`src/mgps_pkg.sv`:
```
// Shared constants for the magnitude-gated phase substitution core.
// Field widths, CORDIC angle table and gain correction. No dependencies.
`timescale 1ns / 1ps
`default_nettype none
package mgps_pkg;

   // word field widths
   localparam int COMPONENT_WIDTH_DEFAULT = 16;
   localparam int PHASE_WIDTH             = 16;
   localparam int THRESH_WIDTH            = 16;
   localparam int OUT_WIDTH               = 17;

   // CORDIC arithmetic
   localparam int CORDIC_STAGES = 24;
   localparam int ANGLE_WIDTH   = 32;   // binary angle, 2^32 per full turn
   localparam int FRAC_BITS     = 16;   // fraction bits of x and y
   localparam int KINV_WIDTH    = 30;
   localparam int KINV_SHIFT    = 14;
   localparam int GROWTH_BITS   = 19;   // x/y width over the component width

   // 1/K scaled by 2^30
   localparam logic [KINV_WIDTH-1:0] KINV = 30'd652032874;

   // quadrant folding limits on the 16-bit angle, held in 17 bits
   localparam logic signed [PHASE_WIDTH:0] QUARTER_TURN = 17'sd16384;
   localparam logic signed [PHASE_WIDTH:0] HALF_TURN    = 17'sd32768;

   // rounded arctangent of 2^-i, 2^32 per full turn
   localparam logic signed [ANGLE_WIDTH-1:0] ATAN_STEPS [CORDIC_STAGES] = '{
      32'sd536870912, 32'sd316933406, 32'sd167458907, 32'sd85004756,
      32'sd42667331,  32'sd21354465,  32'sd10679838,  32'sd5340245,
      32'sd2670163,   32'sd1335087,   32'sd667544,    32'sd333772,
      32'sd166886,    32'sd83443,     32'sd41722,     32'sd20861,
      32'sd10430,     32'sd5215,      32'sd2608,      32'sd1304,
      32'sd652,       32'sd326,       32'sd163,       32'sd81
   };

endpackage
`default_nettype wire

```
`src/mgps_cordic_cell.sv`:
```
// One rotation-mode CORDIC cell: a fixed shift and arctangent step.
// Uses mgps_pkg for the angle width and the arctangent table.
`timescale 1ns / 1ps
`default_nettype none
module mgps_cordic_cell #(
   parameter int XY_WIDTH   = 35,
   parameter int SHIFT      = 0,
   parameter int SIDE_WIDTH = 17
) (
   input  wire                                        clock,
   input  wire                                        reset,
   input  wire                                        en,
   input  wire                                        valid_i,
   input  wire  signed [XY_WIDTH-1:0]                 x_i,
   input  wire  signed [XY_WIDTH-1:0]                 y_i,
   input  wire  signed [mgps_pkg::ANGLE_WIDTH-1:0]    z_i,
   input  wire         [SIDE_WIDTH-1:0]               side_i,
   output logic                                       valid_o,
   output logic signed [XY_WIDTH-1:0]                 x_o,
   output logic signed [XY_WIDTH-1:0]                 y_o,
   output logic signed [mgps_pkg::ANGLE_WIDTH-1:0]    z_o,
   output logic        [SIDE_WIDTH-1:0]               side_o
);
   localparam logic signed [mgps_pkg::ANGLE_WIDTH-1:0] ATAN = mgps_pkg::ATAN_STEPS[SHIFT];

   logic                                    valid_ff;
   logic signed [XY_WIDTH-1:0]              x_ff, x_in, y_ff, y_in;
   logic signed [mgps_pkg::ANGLE_WIDTH-1:0] z_ff, z_in;
   logic        [SIDE_WIDTH-1:0]            side_ff;
   logic signed [XY_WIDTH-1:0]              dx, dy;

   // rotate toward zero residual angle
   always_comb begin
      dx = y_i >>> SHIFT;
      dy = x_i >>> SHIFT;
      if (!z_i[mgps_pkg::ANGLE_WIDTH-1]) begin
         x_in = x_i - dx;
         y_in = y_i + dy;
         z_in = z_i - ATAN;
      end else begin
         x_in = x_i + dx;
         y_in = y_i - dy;
         z_in = z_i + ATAN;
      end
   end

   always_ff @(posedge clock) begin
      if (reset) begin
         valid_ff <= 1'b0;
      end else if (en) begin
         valid_ff <= valid_i;
      end
   end

   always_ff @(posedge clock) begin
      if (en) begin
         x_ff    <= x_in;
         y_ff    <= y_in;
         z_ff    <= z_in;
         side_ff <= side_i;
      end
   end

   assign valid_o = valid_ff;
   assign x_o     = x_ff;
   assign y_o     = y_ff;
   assign z_o     = z_ff;
   assign side_o  = side_ff;
endmodule
`default_nettype wire
```
`config.mk`:
```
export PLATFORM = sky130hd
export DESIGN_NAME = mgps_cordic_cell
export DESIGN_NICKNAME = d
export VERILOG_FILES = /design/src/mgps_pkg.sv /design/src/mgps_cordic_cell.sv
export SDC_FILE = /design/constraint.sdc
export NUM_CORES = 1
export LEC_CHECK = 0
export ABC_AREA = 1
export BUFFER_PORTS_ARGS = -buffer_cell sky130_fd_sc_hd__buf_2
export CORE_ASPECT_RATIO = 1.25
export CORE_MARGIN = 2
export CORE_UTILIZATION = 45
export DETAILED_ROUTE_END_ITERATION = 10
export MAX_ROUTING_LAYER = met4
export PLACE_DENSITY = 0.74
export SYNTH_ARGS = -nofsm -noshare
export SYNTH_HDL_FRONTEND = slang
export SYNTH_SLANG_ARGS = --single-unit
```
`constraint.sdc`:
```
create_clock -name clock -period 2.9 [get_ports clock]
set_input_delay 0.58 -clock clock [delete_from_list [all_inputs] [get_ports clock]]
set_output_delay 0.58 -clock clock [all_outputs]
set_load 0.005 [all_outputs]
```
==> results of run 1 <==
-- per-layer routing --
| layer | up-vias | track usage [%] |
|---|---|---|
| met5 | - | - |
| met4 | 0 | 19.77 |
| met3 | 134 | 3.317 |
| met2 | 546 | 60.62 |
| met1 | 5818 | 40.26 |
| li1 | 6141 | - |
-- sequential cells by signal, indices dropped and copies added (netlist names) --
register / cells
y_o: 34
valid_o: 1
z_o: 32
x_o: 35
side_o: 17
-- cell families (layout without fill, tap and decap cells) --
group / Yosys count / count (layout) / synth area share, %
multiplexers: 1 / 1 / 0.08782
AO/OA/AOI/OAI: 281 / 281 / 13.57
buffers and inverters: 288 / 750 / 10.82
adder cells (fa/ha/maj): 108 / 108 / 12.12
flip-flops: 119 / 119 / 31.26
AND/OR/NAND/NOR: 786 / 786 / 30.30
XOR/XNOR: 24 / 24 / 1.844
-- power by group --
part	switching [mW]	total (mW)	leakage, nW	internal (mW)
clock	0.950	2.17	0.284	1.22
combinational	1.57	2.62	6.32	1.04
sequential	0.0613	2.21	1.16	2.15
total	2.58	6.99	7.76	4.41
-- worst max-delay path, delay by kind of cell --
kind            cells  cell delay (ps)
compound gates      2              630
simple gates        5              610
fa+ha+maj           1              520
buf+inv             4              430
xor+xnor            1              170
-- per-stage QoR --
step / utilization, % / area [um^2]
global route: 60.21 / 15080
detailed placement: 57.89 / 14500
finish: 60.21 / 15080
global placement: 57.89 / 14500
floorplan: - / 11400
CTS: 60.21 / 15080
-- path summary, 6_finish.rpt --
path	startpoint	end	slack (ps)	cells past startpoint
setup / recovery	x_i[4]	x_o[17]$_DFFE_PP_	270	13
setup reg to reg	valid_o$_SDFFE_PP0P_	valid_o$_SDFFE_PP0P_	2270	2
hold / removal	reset	valid_o$_SDFFE_PP0P_	300	2
hold reg to reg	valid_o$_SDFFE_PP0P_	valid_o$_SDFFE_PP0P_	520	2
-- synthesized netlist by cell type, types with 13 or more instances --
cell        n  area [um^2]
nand2_1   411         1543
inv_1     225        844.6
nand3_1   151        755.7
nor2_1    124        465.5
a21oi_1   122        610.6
edfxtp_1  118         3543
ha_1      104         1301
o21ai_0    80        400.4
nor2_2     26        162.7
o21ai_1    23        115.1
nand2_2    22        137.6
xor2_1     22        192.7
buf_4      21        157.7
inv_2      16        60.06
o21bai_1   15        112.6
nor3_1     13        65.06
-- cell type report --
cell class / count / area [um^2]
Sequential cell: 119 / 3563
Inverter: 242 / 908.4
Clock buffer: 17 / 425.4
Fill cell: 2425 / 9967
Tap cell: 335 / 419.2
Clock inverter: 15 / 156.4
Timing Repair Buffer: 476 / 3008
Multi-Input combinational cell: 1200 / 6601
==> impl_metrics.csv, run 1 <==
group,metric,value,unit
placement,gp_congestion,1.001,
setup_path,startpoint_type,"input pin",
cells_and_area,final_cells,2404,
synthesis,synth.avg_cell_area,7.093,um^2
setup_path,cpMaxStageDelayCell,"ha_1",
clock_tree,htree_levels,4,
synthesis,yosys_most_used_dff,"edfxtp_1",
detailed_routing,ant_nets,0,
sta,hold_violations,0,
sta,tightestPinTransition,813.9,ps
sta,rsz0062_at_grt,"false",
global_routing,grt_usage,35.20,%
setup_path,worstPathCellList,"buf_2, inv_1, ha_1, inv_1, a21oi_1, nand2_1, nand2_1, nand2_1, nand2_1, nand2_2, xor2_1, o21ai_0, buf_4",
job,maxCapViolCount,0,
synthesis,ys_seq_area_share,31.26,%
placement,post-place-ws,-157.9,ps
sta,fin_tns_setup,0,ps
synthesis,syn_nets,1838,
clock_tree,cts_made_buffers,17,
sta,fin_crit_sh,90.71,%
setup_path,end_kind,"flip-flop",
clock_tree,cts_resized,0,
global_routing,antenna_found_initial,0,
die,rows,65,
power,power,6.992,mW
sta,report.final.slew_viol_count,0,
setup_path,crit_fanout,12,
cells_and_area,layout_commonest_cell,"nand2_1",
outcome,status,"finished, final reports clean",
clock_tree,post_cts_buffers,0,
synthesis,synth-seq-cells,119,
detailed_routing,top_layer_used,"met4",
placement,dp_hpwl,38590,um
setup_path,max_stage_delay,520,ps
power,p_per_area,463.6,mW/mm^2
detailed_routing,wirelength,45660,um
setup_path,criticalPathCategory,"in2reg",
power,p_leak,7.763,nW
detailed_routing,dr.pass1.iters,6,
global_routing,grt_start_max_net_pins,66,
sta,skew,0,ps
sta,final-setup-viol-count,0,
detailed_routing,wirelength_met1,18040,um
die,chipWidth,146.4,um
synthesis,synthArstFlopShare,0,%
synthesis,synth_cell_types,49,
detailed_routing,drt_iter0_drc,816,
die,core_region_area,0.02505,mm^2
die,die_h,181.9,um
worst_hold_path,hold_path_class,"in2reg",
clock_tree,holdBufCountCts,0,
detailed_routing,num_vias,12640,
detailed_routing,vias_per_cell,5.257,
placement,placed_cells,2372,
setup_path,arrival,2940,ps
detailed_routing,wl_per_cell,18.99,um
setup_path,cpMostUsedCell,"nand2_1",
cells_and_area,drive_gt1_share,29.00,%
cells_and_area,most-common-layout-cells,"nand2_1, buf_2, buf_4",
sta,setup_slack,269.5,ps
global_routing,grt_pass1_wl,68590,um
global_routing,grt_pass1_vias,12500,
sta,slew_headroom,45.74,%
sta,period_needed,2631,ps
die,initial_core_util,45.50,%
die,ios,243,
clock_tree,clockBufferDepth,2,
clock_tree,clk_latency,430,ps
setup_path,crit_required,3210,ps
cells_and_area,diodes,0,
placement,portBuffers,242,
detailed_routing,routed-wl-met3,2586,um
sta,timing.hold.ws,298.9,ps
detailed_routing,drc,0,
die,dieArea,0.02663,mm^2
synthesis,synth_edf_count,118,
cells_and_area,nNetsFinal,2287,
synthesis,synthesis.area,0.01140,mm^2
clock_tree,clkTransAtPathRegs,60,ps
power,peakVddDrop,0.4294,mV
clock_tree,root_buffer,"clkbuf_16",
synthesis,synthCells,1607,
synthesis,yosysWarnings,0,
cells_and_area,syn_to_final_growth,32.32,%
clock_tree,cts_tree,"yes",
sta,max_freq,380.1,MHz
detailed_routing,wl_met2,22300,um
global_routing,grt.overflow.total,0,
clock_tree,clock_sinks,119,
(Power assumes the default switching activity.)
==> run 2: changes to the inputs <==
- MAX_ROUTING_LAYER: met4 -> unset
==> run 2 against run 1 <==
Net effect: clock power decreased by 5%; maximum frequency is 5.3% higher; via count shrank 1.8%; flip-flop and latch count is the same; largest power group unchanged; critical endpoint is now y_o[23]$_DFFE_PP_; worst setup slack improved by 130 ps; sequential power is essentially flat.
==> impl_metrics.csv, run 2 (synthesis results as in run 1) <==
group,metric,value,unit
sta,max_freq,400.4,MHz
detailed_routing,dr.pass1.iters,5,
setup_path,startpoint_type,"input pin",
detailed_routing,drt_iter0_drc,804,
sta,final-setup-viol-count,0,
clock_tree,clock_sinks,119,
die,initial_core_util,45.50,%
sta,skew,0,ps
worst_hold_path,hold_path_class,"in2reg",
detailed_routing,ant_nets,0,
cells_and_area,diodes,0,
global_routing,antenna_found_initial,1,
global_routing,grt_pass1_vias,12220,
setup_path,crit_fanout,10,
cells_and_area,syn_to_final_growth,30.16,%
global_routing,grt_usage,32.67,%
die,die_h,181.9,um
die,dieArea,0.02663,mm^2
power,power,6.812,mW
cells_and_area,final_cells,2372,
setup_path,cp_num_buf_inv,3,
clock_tree,root_buffer,"clkbuf_16",
detailed_routing,wl_per_cell,18.34,um
detailed_routing,num_vias,12410,
setup_path,criticalPathCategory,"in2reg",
sta,period_needed,2497,ps
placement,dp_hpwl,37360,um
detailed_routing,vias_per_cell,5.231,
global_routing,grt.overflow.total,0,
setup_path,end_kind,"flip-flop",
job,maxCapViolCount,0,
placement,placed_area,0.01426,mm^2
power,peakVddDrop,0.4080,mV
sta,rsz0062_at_grt,"false",
clock_tree,cts_tree,"yes",
placement,gp_congestion,1.069,
sta,fin_tns_setup,0,ps
sta,slew_headroom,42.84,%
clock_tree,cts_resized,0,
global_routing,grt.busiest_layer,"met2",
cells_and_area,n_fill_cell,2458,
global_routing,use_met2,57.64,%
setup_path,arrival,2680,ps
placement,portBuffers,242,
clock_tree,post_cts_buffers,0,
cells_and_area,final_util,59.23,%
setup_path,cpMostUsedCell,"nand2_1",
setup_path,max_stage_delay,470,ps
sta,fin_crit_sh,86.12,%
clock_tree,cts_made_buffers,17,
clock_tree,clkTransAtPathRegs,60,ps
cells_and_area,drive_gt1_share,27.88,%
cells_and_area,largest_register_ffs,35,
die,ios,243,
cells_and_area,nNetsFinal,2255,
sta,report.final.slew_viol_count,0,
global_routing,grt_start_max_net_pins,66,
cells_and_area,most-common-layout-cells,"nand2_1, buf_2, inv_1",
power,p_leak,7.602,nW
clock_tree,clk_latency,430,ps
detailed_routing,drc,0,
cells_and_area,fin_area,0.01484,mm^2
global_routing,grt_pass1_wl,66080,um
setup_path,cpMaxStageDelayCell,"ha_1",
placement,placed_cells,2340,
setup_path,crit_required,3090,ps
clock_tree,holdBufCountCts,0,
power,p_per_area,459.2,mW/mm^2
die,chipWidth,146.4,um
detailed_routing,wirelength,43510,um
sta,hold_violations,0,
sta,tightestPinTransition,857.5,ps
die,core_region_area,0.02505,mm^2
global_routing,use_met3,3.693,%
clock_tree,clockBufferDepth,2,
setup_path,cp_top_family,"simple AND/OR/NAND/NOR gates",
clock_tree,htree_levels,4,
cells_and_area,layout_commonest_cell,"nand2_1",
die,rows,65,
global_routing,use_met1,37.02,%
setup_path,worstPathCellList,"buf_2, inv_1, ha_1, inv_1, a21oi_1, nor2_1, nor2_2, nand2_1, nand2_1, nand2_1, nand2_1, nand3_1, nand3_1, o21ai_1",
outcome,status,"finished, final reports clean",
==> run 2: changes by cell type in the layout (fill, tap and decap cells not counted), sizes merged <==
| cell | before | now |
|---|---|---|
| buf | 476 | 444 |
| clkinv | 2 | 5 |
| inv | 252 | 250 |
| bufinv | 1 | 0 |
==> run 2: area by class of cell <==
cell class / instances / area, um^2 / area share, %
Sequential cell: 119 / 3563 / 24.02
Inverter: 242 / 908.4 / 6.122
Timing Repair Buffer: 444 / 2768 / 18.65
Clock buffer: 17 / 425.4 / 2.867
Tap cell: 335 / 419.2 / 2.825
Multi-Input combinational cell: 1200 / 6601 / 44.49
Clock inverter: 15 / 151.4 / 1.020
==> run 2: worst reg2reg max path, stage by stage, from the launching register on <==
cell     delay [ps]
dfxtp_1         300
mux2i_1         140
nor2_1           50
==> run 2: worst paths after layout <==
kind,endpoint,from,slack [ps],cells after the start
min reg2reg,valid_o$_SDFFE_PP0P_,valid_o$_SDFFE_PP0P_,500,2
max,y_o[23]$_DFFE_PP_,x_i[4],400,14
max reg2reg,valid_o$_SDFFE_PP0P_,valid_o$_SDFFE_PP0P_,2300,2
min,valid_o$_SDFFE_PP0P_,reset,300,2
==> run 2: per-layer routing <==
layer  routed length, um  vias up
li1                    -     6086
met1               16550     5691
met2               21330      503
met3                2545      128
met4                3084        0
met5                   0        -
==> run 2: power breakdown <==
part           internal [mW]  switching, mW  total, mW
logic                   1.00           1.54       2.54
clock network           1.14          0.926       2.07
registers               2.14         0.0619       2.21
==> run 2: stage by stage <==
stage	hold slack [ps]	setup WS (ps)
floorplan	485.0	568.1
global route	306.1	186.1
detailed placement	484.9	6.766
global placement	473.2	4.883
finish	303.5	402.6
CTS	290.1	451.7
