--- src/mgps_sqrt_cell.sv ---
// One cell of the integer square root chain: settles one root bit.
// Carries side data along with the remainder. Stand-alone, no package use.
`timescale 1ns / 1ps
`default_nettype none
module mgps_sqrt_cell #(
   parameter int RAD_WIDTH  = 32,
   parameter int BIT_POS    = 30,
   parameter int SIDE_WIDTH = 17
) (
   input  wire                     clock,
   input  wire                     reset,
   input  wire                     en,
   input  wire                     valid_i,
   input  wire  [RAD_WIDTH-1:0]    rad_i,
   input  wire  [RAD_WIDTH:0]      res_i,
   input  wire  [SIDE_WIDTH-1:0]   side_i,
   output logic                    valid_o,
   output logic [RAD_WIDTH-1:0]    rad_o,
   output logic [RAD_WIDTH:0]      res_o,
   output logic [SIDE_WIDTH-1:0]   side_o
);
   localparam logic [RAD_WIDTH:0] BIT_VAL = (RAD_WIDTH+1)'(1) << BIT_POS;

   logic                  valid_ff;
   logic [RAD_WIDTH-1:0]  rad_ff, rad_in;
   logic [RAD_WIDTH:0]    res_ff, res_in;
   logic [SIDE_WIDTH-1:0] side_ff;
   logic [RAD_WIDTH:0]    trial;

   // trial subtract of res + bit
   always_comb begin
      trial = res_i + BIT_VAL;
      if ({1'b0, rad_i} >= trial) begin
         rad_in = rad_i - trial[RAD_WIDTH-1:0];
         res_in = (res_i >> 1) + BIT_VAL;
      end else begin
         rad_in = rad_i;
         res_in = res_i >> 1;
      end
   end

   always_ff @(posedge clock) begin
      if (reset) begin
         valid_ff <= 1'b0;
      end else if (en) begin
         valid_ff <= valid_i;
      end
   end

   always_ff @(posedge clock) begin
      if (en) begin
         rad_ff  <= rad_in;
         res_ff  <= res_in;
         side_ff <= side_i;
      end
   end

   assign valid_o = valid_ff;
   assign rad_o   = rad_ff;
   assign res_o   = res_ff;
   assign side_o  = side_ff;
endmodule
`default_nettype wire

--- config.mk ---
export PLATFORM = sky130hd
export DESIGN_NAME = mgps_sqrt_cell
export DESIGN_NICKNAME = d
export VERILOG_FILES = /design/src/mgps_sqrt_cell.sv
export SDC_FILE = /design/constraint.sdc
export NUM_CORES = 1
export LEC_CHECK = 0
export BUFFER_PORTS_ARGS = -buffer_cell sky130_fd_sc_hd__clkbuf_2
export CORE_UTILIZATION = 52
export CTS_BUF_LIST = sky130_fd_sc_hd__clkbuf_4
export DETAILED_ROUTE_END_ITERATION = 6
export PLACE_DENSITY = 0.94
export SYNTH_ARGS = -nofsm -noshare
export SYNTH_HDL_FRONTEND = slang
export SYNTH_SLANG_ARGS = --single-unit
--- constraint.sdc ---
create_clock -name clock -period 6.47 [get_ports clock]
set_clock_uncertainty 0.2 [all_clocks]
set_input_delay 0.647 -clock clock [delete_from_list [all_inputs] [get_ports clock]]
set_output_delay 0.647 -clock clock [all_outputs]
set_load 0.005 [all_outputs]
==> qor.yml, run 1 <==
outcome: "finished, final reports clean"
grt_max_degree: 84
wl_per_cell_um: 15.9
finalNetCount: 711
hold_buffers: 0
postRouteAntennaNets: 0
syn2layout_area_growth_pct: 21.5
yosys.cell_types.count: 52
fillers: 699
synth_ff_type: "edfxtp_1"
max_freq_mhz: 261
hold_class: "in -> reg"
mostFrequentLayoutCell: "clkbuf_2"
yosys-top-cells-area: "edfxtp_1 50%, ha_1 8.7%, mux2_1 5.8%, a21oi_1 3.4%, xnor2_1 3.0%"
ios: 169
drv_cap: 0
final_hold_viol_count: 0
cts_made_buffers: 9
cts-htree-levels: 3
synth_edf_count: 82
grt_pass1_wl_mm: 17.9
cts.repair.resized: 0
postSynthCellCount: 423
postLayoutCellArea_um2: 5940
crit_arrival_ns: 3.84
drive_gt1_share_pct: 32.8
critical_path_class: "in -> reg"
power.leakage_nw: 2.73
synth.largest_area_cell: "edfxtp_1"
die_w_um: 98.9
cts_setup_buffers: 0
start_util_pct: 53.4
hpwl_mm: 8.61
core_area_um2: 9150
vias: 3892
clkTransAtPathRegs_ns: 0.15
post-route-period-util_pct: 59.3
vias_per_cell: 5.51
clk_path_buf_depth: 2
final_core_util_pct: 64.9
startpoint_type: "input pin"
power.share.switching_pct: 31.6
grt-ovfl-total: 0
crit_path_cell_trace: "clkbuf_2 -> inv_1 -> ha_1 -> a21oi_1 -> o21ai_0 -> a211o_1 -> a311o_1 -> nand3b_2 -> a21oi_2 -> o21ai_4 -> buf_4 -> mux2_2"
drt_pass1_iterations: 5
postSynthAreaPerCell_um2: 11.5
grt_antenna_before_repair: 0
slowest_stage: "o21ai_4"
routed_wirelength_mm: 11.2
power_frac_comb_pct: 26.3
syn_nets: 544
power.switching_mw: 0.418
rsz0062_at_grt: "no"
fp.dieArea_um2: 9790
place_area_um2: 5800
async_flop_share_pct: 0
drc: 0
yosys_warnings: 0
crit_fanout: 21
cts_tree: "yes"
peakVddDrop_uv: 108
io_buffers: 168
netlist.area_leader.share_pct: 50.4
die_h_um: 98.9
initialDrtViolationCount: 134
internal_power_mw: 0.903
clock_sinks: 83
grt_pass1_vias: 3886
min_period_ns: 3.83
layout_common_cells: "167 x clkbuf_2, 82 x edfxtp_1, 38 x inv_1"
yosysSeqAreaShare_pct: 50.8
gp_congestion: 0.906
ys_seq_elements: 83
end_kind: "register"
hold_ws_ns: 0.143
seq_power_share_pct: 50.6
finalMaxSlewViolations: 0
fin_setup_tns_ns: 0
grtUsageTotal_pct: 23.3
rows: 35
tightest_slew_ns: 1.04
finalSetupViolCount: 0
cp.required_ns: 6.48
netlist_area_um2: 4880
cts-root-buf: "clkbuf_4"
powerDensity_nw_per_um2: 222
clockPowerShare_pct: 23.1
clk_latency_ns: 0.44
slowest_delay_ns: 0.61
antennaDiodeCount: 0
relSlewSlack_pct: 31.0
## metal layers
layer  share of wire [%]  wire length (µm)  up-vias  GRT usage (%)
met3                 6.6               744       14           5.82
li1                    -                 -     1911              -
met2                  50              5650      151           41.8
met4                0.80                90        0           6.66
met1                  42              4730     1816           27.7
met5                   0                 0        -              0
## metrics by stage
step | setup WS (ns) | instances | power [mW]
floorplan | 3.06 | 423 | 0.889
global placement | 2.33 | 690 | 1.02
detailed placement | 2.21 | 690 | 1.03
CTS | 2.68 | 706 | 1.33
global route | 2.51 | 706 | 1.38
finish | 2.64 | 706 | 1.32
## worst max-delay path: cells and delay by family
| family | cells | cell delay (ns) |
|---|---|---|
| AOI/OAI and AO/OA | 6 | 1.80 |
| buffers and inverters | 3 | 0.52 |
| adders and majority gates | 1 | 0.38 |
| muxes | 1 | 0.37 |
| and+or+nand+nor | 1 | 0.12 |
## area by class of cell
type                       count  area [µm²]  area share [%]
sequential                    83        2480            41.8
multi-input combinational    289        2190            36.8
timing repair buffer         169         851            14.3
inverter                      38         143            2.40
tap                          111         139            2.34
clock buffer                   9        67.6            1.14
clock inverter                 7        67.6            1.14
## registers in the layout, summed over array words and instances, names as in the netlist
signal and count:
rad_o 32, valid_o 1, res_o 33, side_o 17
## power groups by stage
stage / Combinational [mW] / Clock, mW / Sequential [mW]
final: 0.347 / 0.305 / 0.669
after CTS: 0.347 / 0.311 / 0.669
after global routing: 0.383 / 0.325 / 0.674
after detailed placement: 0.345 / 0 / 0.682
after global placement: 0.335 / 0 / 0.680
after floorplan: 0.201 / 0 / 0.688
## cell families (layout without fill, tap and decap cells)
logic type | after synthesis | count (layout) | synth area share [%]
XOR/XNOR | 29 | 29 | 5.20
flip-flops | 83 | 83 | 50.8
buffers and inverters | 51 | 223 | 4.41
AND/OR/NAND/NOR | 92 | 92 | 9.48
adder cells (fa/ha/maj) | 35 | 35 | 9.12
AO/OA/AOI/OAI | 99 | 99 | 13.2
multiplexers | 34 | 34 | 7.74
## cells in the mapped netlist (all sizes together) (2+ instances only)
master   n
a21oi   34
o21ai   15
nor2    23
nor4     3
a31oi    4
a21o    14
mux2i    4
nand4    6
o21a     3
and4     2
xnor2   17
o31ai    3
and3     3
xor2    12
clkbuf   8
edfxtp  82
nand2   19
a211oi   5
buf      5
nand2b   5
nand3   12
a21boi   2
and2     5
o211ai   5
nor3     5
ha      34
nor2b    5
o21bai   3
inv     38
mux2    30
## final timing paths
kind	to	depth (start not counted)	slack (ns)	from
worst max-delay path	rad_o[4]	12	2.64	res_i[20]
worst min-delay path	valid_o	2	0.14	reset
worst max register to register	valid_o	2	5.67	valid_o
worst min register to register	valid_o	2	0.33	valid_o
Note: power is estimated with default switching activity, not from simulation.
==> inputs of run 2 (changes only) <==
Clock period 6.47 ns to 3.6 ns, I/O delays scaled along.
==> qor.yml, run 2 (synthesis results as in run 1) <==
outcome: "finished, final reports clean"  # unchanged
ios: 169  # unchanged
holdCritStartpoint: "res_i[31]"  # was reset
rrSetupSlack_ns: 2.23  # was 5.67 ns
r2r-start: "valid_o"  # unchanged
drive_gt1_share_pct: 29.9  # was 32.8%
finalSetupViolCount: 0  # unchanged
cts_setup_buffers: 0  # unchanged
finalNetCount: 781  # was 711
start_util_pct: 53.4  # unchanged
internal_power_mw: 1.68  # was 0.903 mW
p_total_mw: 2.46  # was 1.32 mW
clockPowerShare_pct: 22.3  # was 23.1%
cts-root-buf: "clkbuf_4"  # unchanged
routed-wl-met2_mm: 6.89  # was 5.65 mm
layout_common_cells: "167 x clkbuf_2, 82 x edfxtp_1, 67 x dlygate4sd3_1"  # was 167 x clkbuf_2, 82 x edfxtp_1, 38 x inv_1
final_hold_viol_count: 0  # unchanged
cts_made_buffers: 9  # unchanged
fp.dieArea_um2: 9790  # unchanged
grt_pass1_wl_mm: 20.1  # was 17.9 mm
dpl_worst_slack_ns: 0.0500  # was 2.21 ns
seq_power_share_pct: 49.0  # was 50.6%
grt_antenna_before_repair: 0  # unchanged
largest_register_ffs: 33  # unchanged
rsz0062_at_grt: "no"  # unchanged
vias_per_cell: 5.49  # was 5.51
powerDensity_nw_per_um2: 370  # was 222 nW/µm²
core_area_um2: 9150  # unchanged
routed_wirelength_mm: 13.0  # was 11.2 mm
whs_endpoint: "res_o[30]"  # was valid_o
crit_fanout: 16  # was 21
io_buffers: 168  # unchanged
power.leakage_nw: 3.04  # was 2.73 nW
tightest_slew_ns: 1.06  # was 1.04 ns
postLayoutCellArea_um2: 6660  # was 5940 µm²
drt_pass1_iterations: 5  # unchanged
antennaDiodeCount: 0  # unchanged
clock_sinks: 83  # unchanged
drc: 0  # unchanged
fin_setup_tns_ns: 0  # unchanged
final_core_util_pct: 72.8  # was 64.9%
wl_per_cell_um: 16.7  # was 15.9 µm
postRouteAntennaNets: 0  # unchanged
power.switching_mw: 0.780  # was 0.418 mW
wl_met3_um: 669  # was 744 µm
peakVddDrop_uv: 225  # was 108 µV
power_frac_comb_pct: 28.7  # was 26.3%
cp.required_ns: 3.62  # was 6.48 ns
wl_met1_mm: 5.23  # was 4.73 mm
vias: 4264  # was 3892
cts-htree-levels: 3  # unchanged
r2r_cells: 3  # was 2
grt_max_degree: 84  # unchanged
grt_pass1_vias: 4192  # was 3886
end_kind: "register"  # unchanged
gp_congestion: 0.882  # was 0.906
max_freq_mhz: 289
finalMaxSlewViolations: 0  # unchanged
grt-ovfl-total: 0  # unchanged
critical_path_class: "in -> reg"  # unchanged
reg2reg_to: "valid_o"  # unchanged
crit_arrival_ns: 3.47  # was 3.84 ns
whs_path_depth: 2  # unchanged
drv_cap: 0  # unchanged
die_w_um: 98.9  # unchanged
stdcell_count: 776  # was 706
place_inst: 693  # was 690
clk_latency_ns: 0.45  # was 0.44 ns
place_area_um2: 5850  # was 5800 µm²
hold_ws_ns: 0.0135  # was 0.143 ns
rows: 35  # unchanged
initialDrtViolationCount: 162  # was 134
dr.max_layer_used: "met4"  # unchanged
mostFrequentLayoutCell: "clkbuf_2"  # unchanged
relSlewSlack_pct: 29.3  # was 31.0%
clk_path_buf_depth: 2  # unchanged
clkTransAtPathRegs_ns: 0.17  # was 0.15 ns
die_h_um: 98.9  # unchanged
syn2layout_area_growth_pct: 36.3  # was 21.5%
hold_class: "in -> reg"  # unchanged
power.share.switching_pct: 31.7  # was 31.6%
grtUsageTotal_pct: 26.6  # was 23.3%
startpoint_type: "input pin"  # unchanged
cts_tree: "yes"  # unchanged
min_period_ns: 3.46
post-route-period-util_pct: 96.0
layout_setup_ws_ns: 0.145  # was 2.64 ns
hpwl_mm: 8.60  # was 8.61 mm
-- run 2: critical path: stages --
cell           delay [ns]
dlygate4sd3_1        0.53
clkbuf_2             0.12
inv_1                0.04
ha_1                 0.33
a21o_1               0.25
a31o_2               0.26
and4_1               0.21
a311o_1              0.36
nand3b_2             0.13
a21oi_2              0.10
o21ai_4              0.22
buf_12               0.19
mux2_1               0.36
-- run 2: power groups by stage --
stage	Sequential (mW)	Combinational [mW]	Clock (mW)
after floorplan	1.24	0.361	0
after detailed placement	1.23	0.628	0
after global placement	1.22	0.616	0
after global routing	1.21	0.768	0.592
after CTS	1.20	0.690	0.551
final	1.21	0.707	0.548
-- run 2: cell type report --
type | instances | area (µm²)
clock buffers | 9 | 67.6
clock inverters | 7 | 65.1
fillers | 599 | 2490
inverters | 38 | 143
multi-input cells | 289 | 2190
flip-flops and latches | 83 | 2480
well taps | 111 | 139
repair buffers | 239 | 1570
-- run 2: metal layers --
| layer | vias to the layer above | global-route usage, % |
|---|---|---|
| met5 | - | 0 |
| met4 | 0 | 9.07 |
| met3 | 21 | 3.90 |
| met2 | 173 | 49.6 |
| met1 | 2023 | 31.0 |
| li1 | 2047 | - |
-- run 2: worst max path at each step --
stage,depth (start not counted),from,to
final,13,res_i[6],rad_o[16]
after global placement,12,rad_i[0],rad_o[28]
after floorplan,12,res_i[15],rad_o[26]
after detailed placement,12,rad_i[0],rad_o[28]
after global routing,13,res_i[10],rad_o[16]
after CTS,11,rad_i[2],rad_o[26]
-- run 2: what timing repair did --
item                                    in CTS  in global routing
resized for setup                            0                  2
hold endpoints to repair                    66                  0
hold buffers                                67                  0
endpoints found under the setup margin       0                  3
==> inputs of run 3 (changes only) <==
Settings changed: PLACE_DENSITY 0.94 to 0.93.
==> qor.yml, run 3 (synthesis results as in run 1) <==
core_area_um2: 9150  # unchanged
hpwl_mm: 8.68  # was 8.60 mm
p_total_mw: 2.41  # was 2.46 mW
powerDensity_nw_per_um2: 372  # was 370 nW/µm²
largest_register_ffs: 33  # unchanged
cts-root-buf: "clkbuf_4"  # unchanged
finalNetCount: 763  # was 781
clk_path_buf_depth: 2  # unchanged
routed_wirelength_mm: 12.4  # was 13.0 mm
end_kind: "register"  # unchanged
grt_pass1_wl_mm: 19.6  # was 20.1 mm
path_buf_inv: 4  # unchanged
gp_congestion: 0.899  # was 0.882
postRouteAntennaNets: 0  # unchanged
crit_path_cell_trace: "dlygate4sd3_1 -> clkbuf_2 -> inv_1 -> ha_1 -> a21o_1 -> a31o_2 -> and4_1 -> a311o_1 -> nand3b_2 -> a21oi_2 -> o21ai_4 -> buf_12 -> mux2_1"  # unchanged
start_util_pct: 53.4  # unchanged
power.leakage_nw: 2.95  # was 3.04 nW
dpl_worst_slack_ns: 0.0200  # was 0.0500 ns
drv_cap: 0  # unchanged
slowest_delay_ns: 0.54  # was 0.53 ns
crit_fanout: 16  # unchanged
critical_path_class: "in -> reg"  # unchanged
grtUsageTotal_pct: 25.3  # was 26.6%
finalMaxSlewViolations: 0  # unchanged
fin_setup_tns_ns: 0  # unchanged
layout_setup_ws_ns: 0.145  # about the same
clock_sinks: 83  # unchanged
die_w_um: 98.9  # unchanged
relSlewSlack_pct: 30.5  # was 29.3%
syn2layout_area_growth_pct: 32.6  # was 36.3%
cp_top_family: "compound AO/OA/AOI/OAI gates"  # unchanged
die_h_um: 98.9  # unchanged
rows: 35  # unchanged
mostFrequentLayoutCell: "clkbuf_2"  # unchanged
grt_pass1_vias: 4173  # was 4192
fp.dieArea_um2: 9790  # unchanged
cts_tree: "yes"  # unchanged
vias: 4161  # was 4264
grt_antenna_before_repair: 0  # unchanged
ios: 169  # unchanged
io_buffers: 168  # unchanged
vias_per_cell: 5.49  # about the same
rsz0062_at_grt: "no"  # unchanged
wl_per_cell_um: 16.3  # was 16.7 µm
drc: 0  # unchanged
slowest_stage: "dlygate4sd3_1"  # unchanged
cp.required_ns: 3.60  # was 3.62 ns
initialDrtViolationCount: 165  # was 162
grt_max_degree: 84  # unchanged
final_hold_viol_count: 0  # unchanged
drt_pass1_iterations: 5  # unchanged
post-route-period-util_pct: 96.0  # about the same
drive_gt1_share_pct: 30.9  # was 29.9%
grt-ovfl-total: 0  # unchanged
hold_class: "in -> reg"  # unchanged
final_core_util_pct: 70.8  # was 72.8%
outcome: "finished, final reports clean"  # unchanged
layout_common_cells: "167 x clkbuf_2, 82 x edfxtp_1, 49 x dlygate4sd3_1"  # was 167 x clkbuf_2, 82 x edfxtp_1, 67 x dlygate4sd3_1
max_freq_mhz: 289  # about the same
crit_arrival_ns: 3.45  # was 3.47 ns
cts-htree-levels: 3  # unchanged
clkTransAtPathRegs_ns: 0.14  # was 0.17 ns
finalSetupViolCount: 0  # unchanged
startpoint_type: "input pin"  # unchanged
clk_latency_ns: 0.43  # was 0.45 ns
peakVddDrop_uv: 221  # was 225 µV
cts_made_buffers: 9  # unchanged
min_period_ns: 3.46  # about the same
antennaDiodeCount: 0  # unchanged
tightest_slew_ns: 1.04  # was 1.06 ns
## run 3: changes by cell type in the layout (fill, tap and decap cells not counted), sizes merged
cell / change
clkinvlp: +2
dlygate4sd3: -18
inv: -2
## run 3: through the flow
step	cell area [µm²]	std cells	hold slack, ns
after floorplan	4880	423	0.232
after detailed placement	5850	693	0.283
final	6480	758	0.0325
after global placement	5850	693	0.275
after global routing	6480	758	0.00107
after CTS	6460	758	0.00108
## run 3: what timing repair did
item                                    CTS  global route
hold buffers                             49             0
endpoints found under the setup margin    0             8
buffers inserted                          0             0
hold endpoints to repair                 48             0
resized for setup                         0             3
## run 3: where the power goes
group | switching (mW) | total, mW | internal [mW]
logic | 0.357 | 0.688 | 0.331
registers | 0.0297 | 1.21 | 1.18
clock network | 0.365 | 0.515 | 0.150
total | 0.751 | 2.41 | 1.66
## run 3: layout make-up
type | count | area (µm²)
Fill cell | 640 | 2680
Multi-Input combinational cell | 289 | 2200
Timing Repair Buffer | 221 | 1390
Tap cell | 111 | 139
Clock inverter | 7 | 57.6
Sequential cell | 83 | 2480
Inverter | 38 | 143
Clock buffer | 9 | 67.6
## run 3: layer usage
layer	GRT usage, %	up-vias	part of all wire [%]
met5	0	-	0
met4	5.74	0	0.61
met3	5.46	8	6.2
met2	46.5	163	52
met1	30.1	1975	42
li1	-	2015	-
## run 3: path summary, 6_finish.rpt
path,start,endpoint,slack [ns],cells after the start
setup reg to reg,valid_o,valid_o,2.24,3
hold / removal,rad_i[10],rad_o[10],0.03,2
setup / recovery,res_i[6],rad_o[14],0.14,13
hold reg to reg,valid_o,valid_o,0.87,3
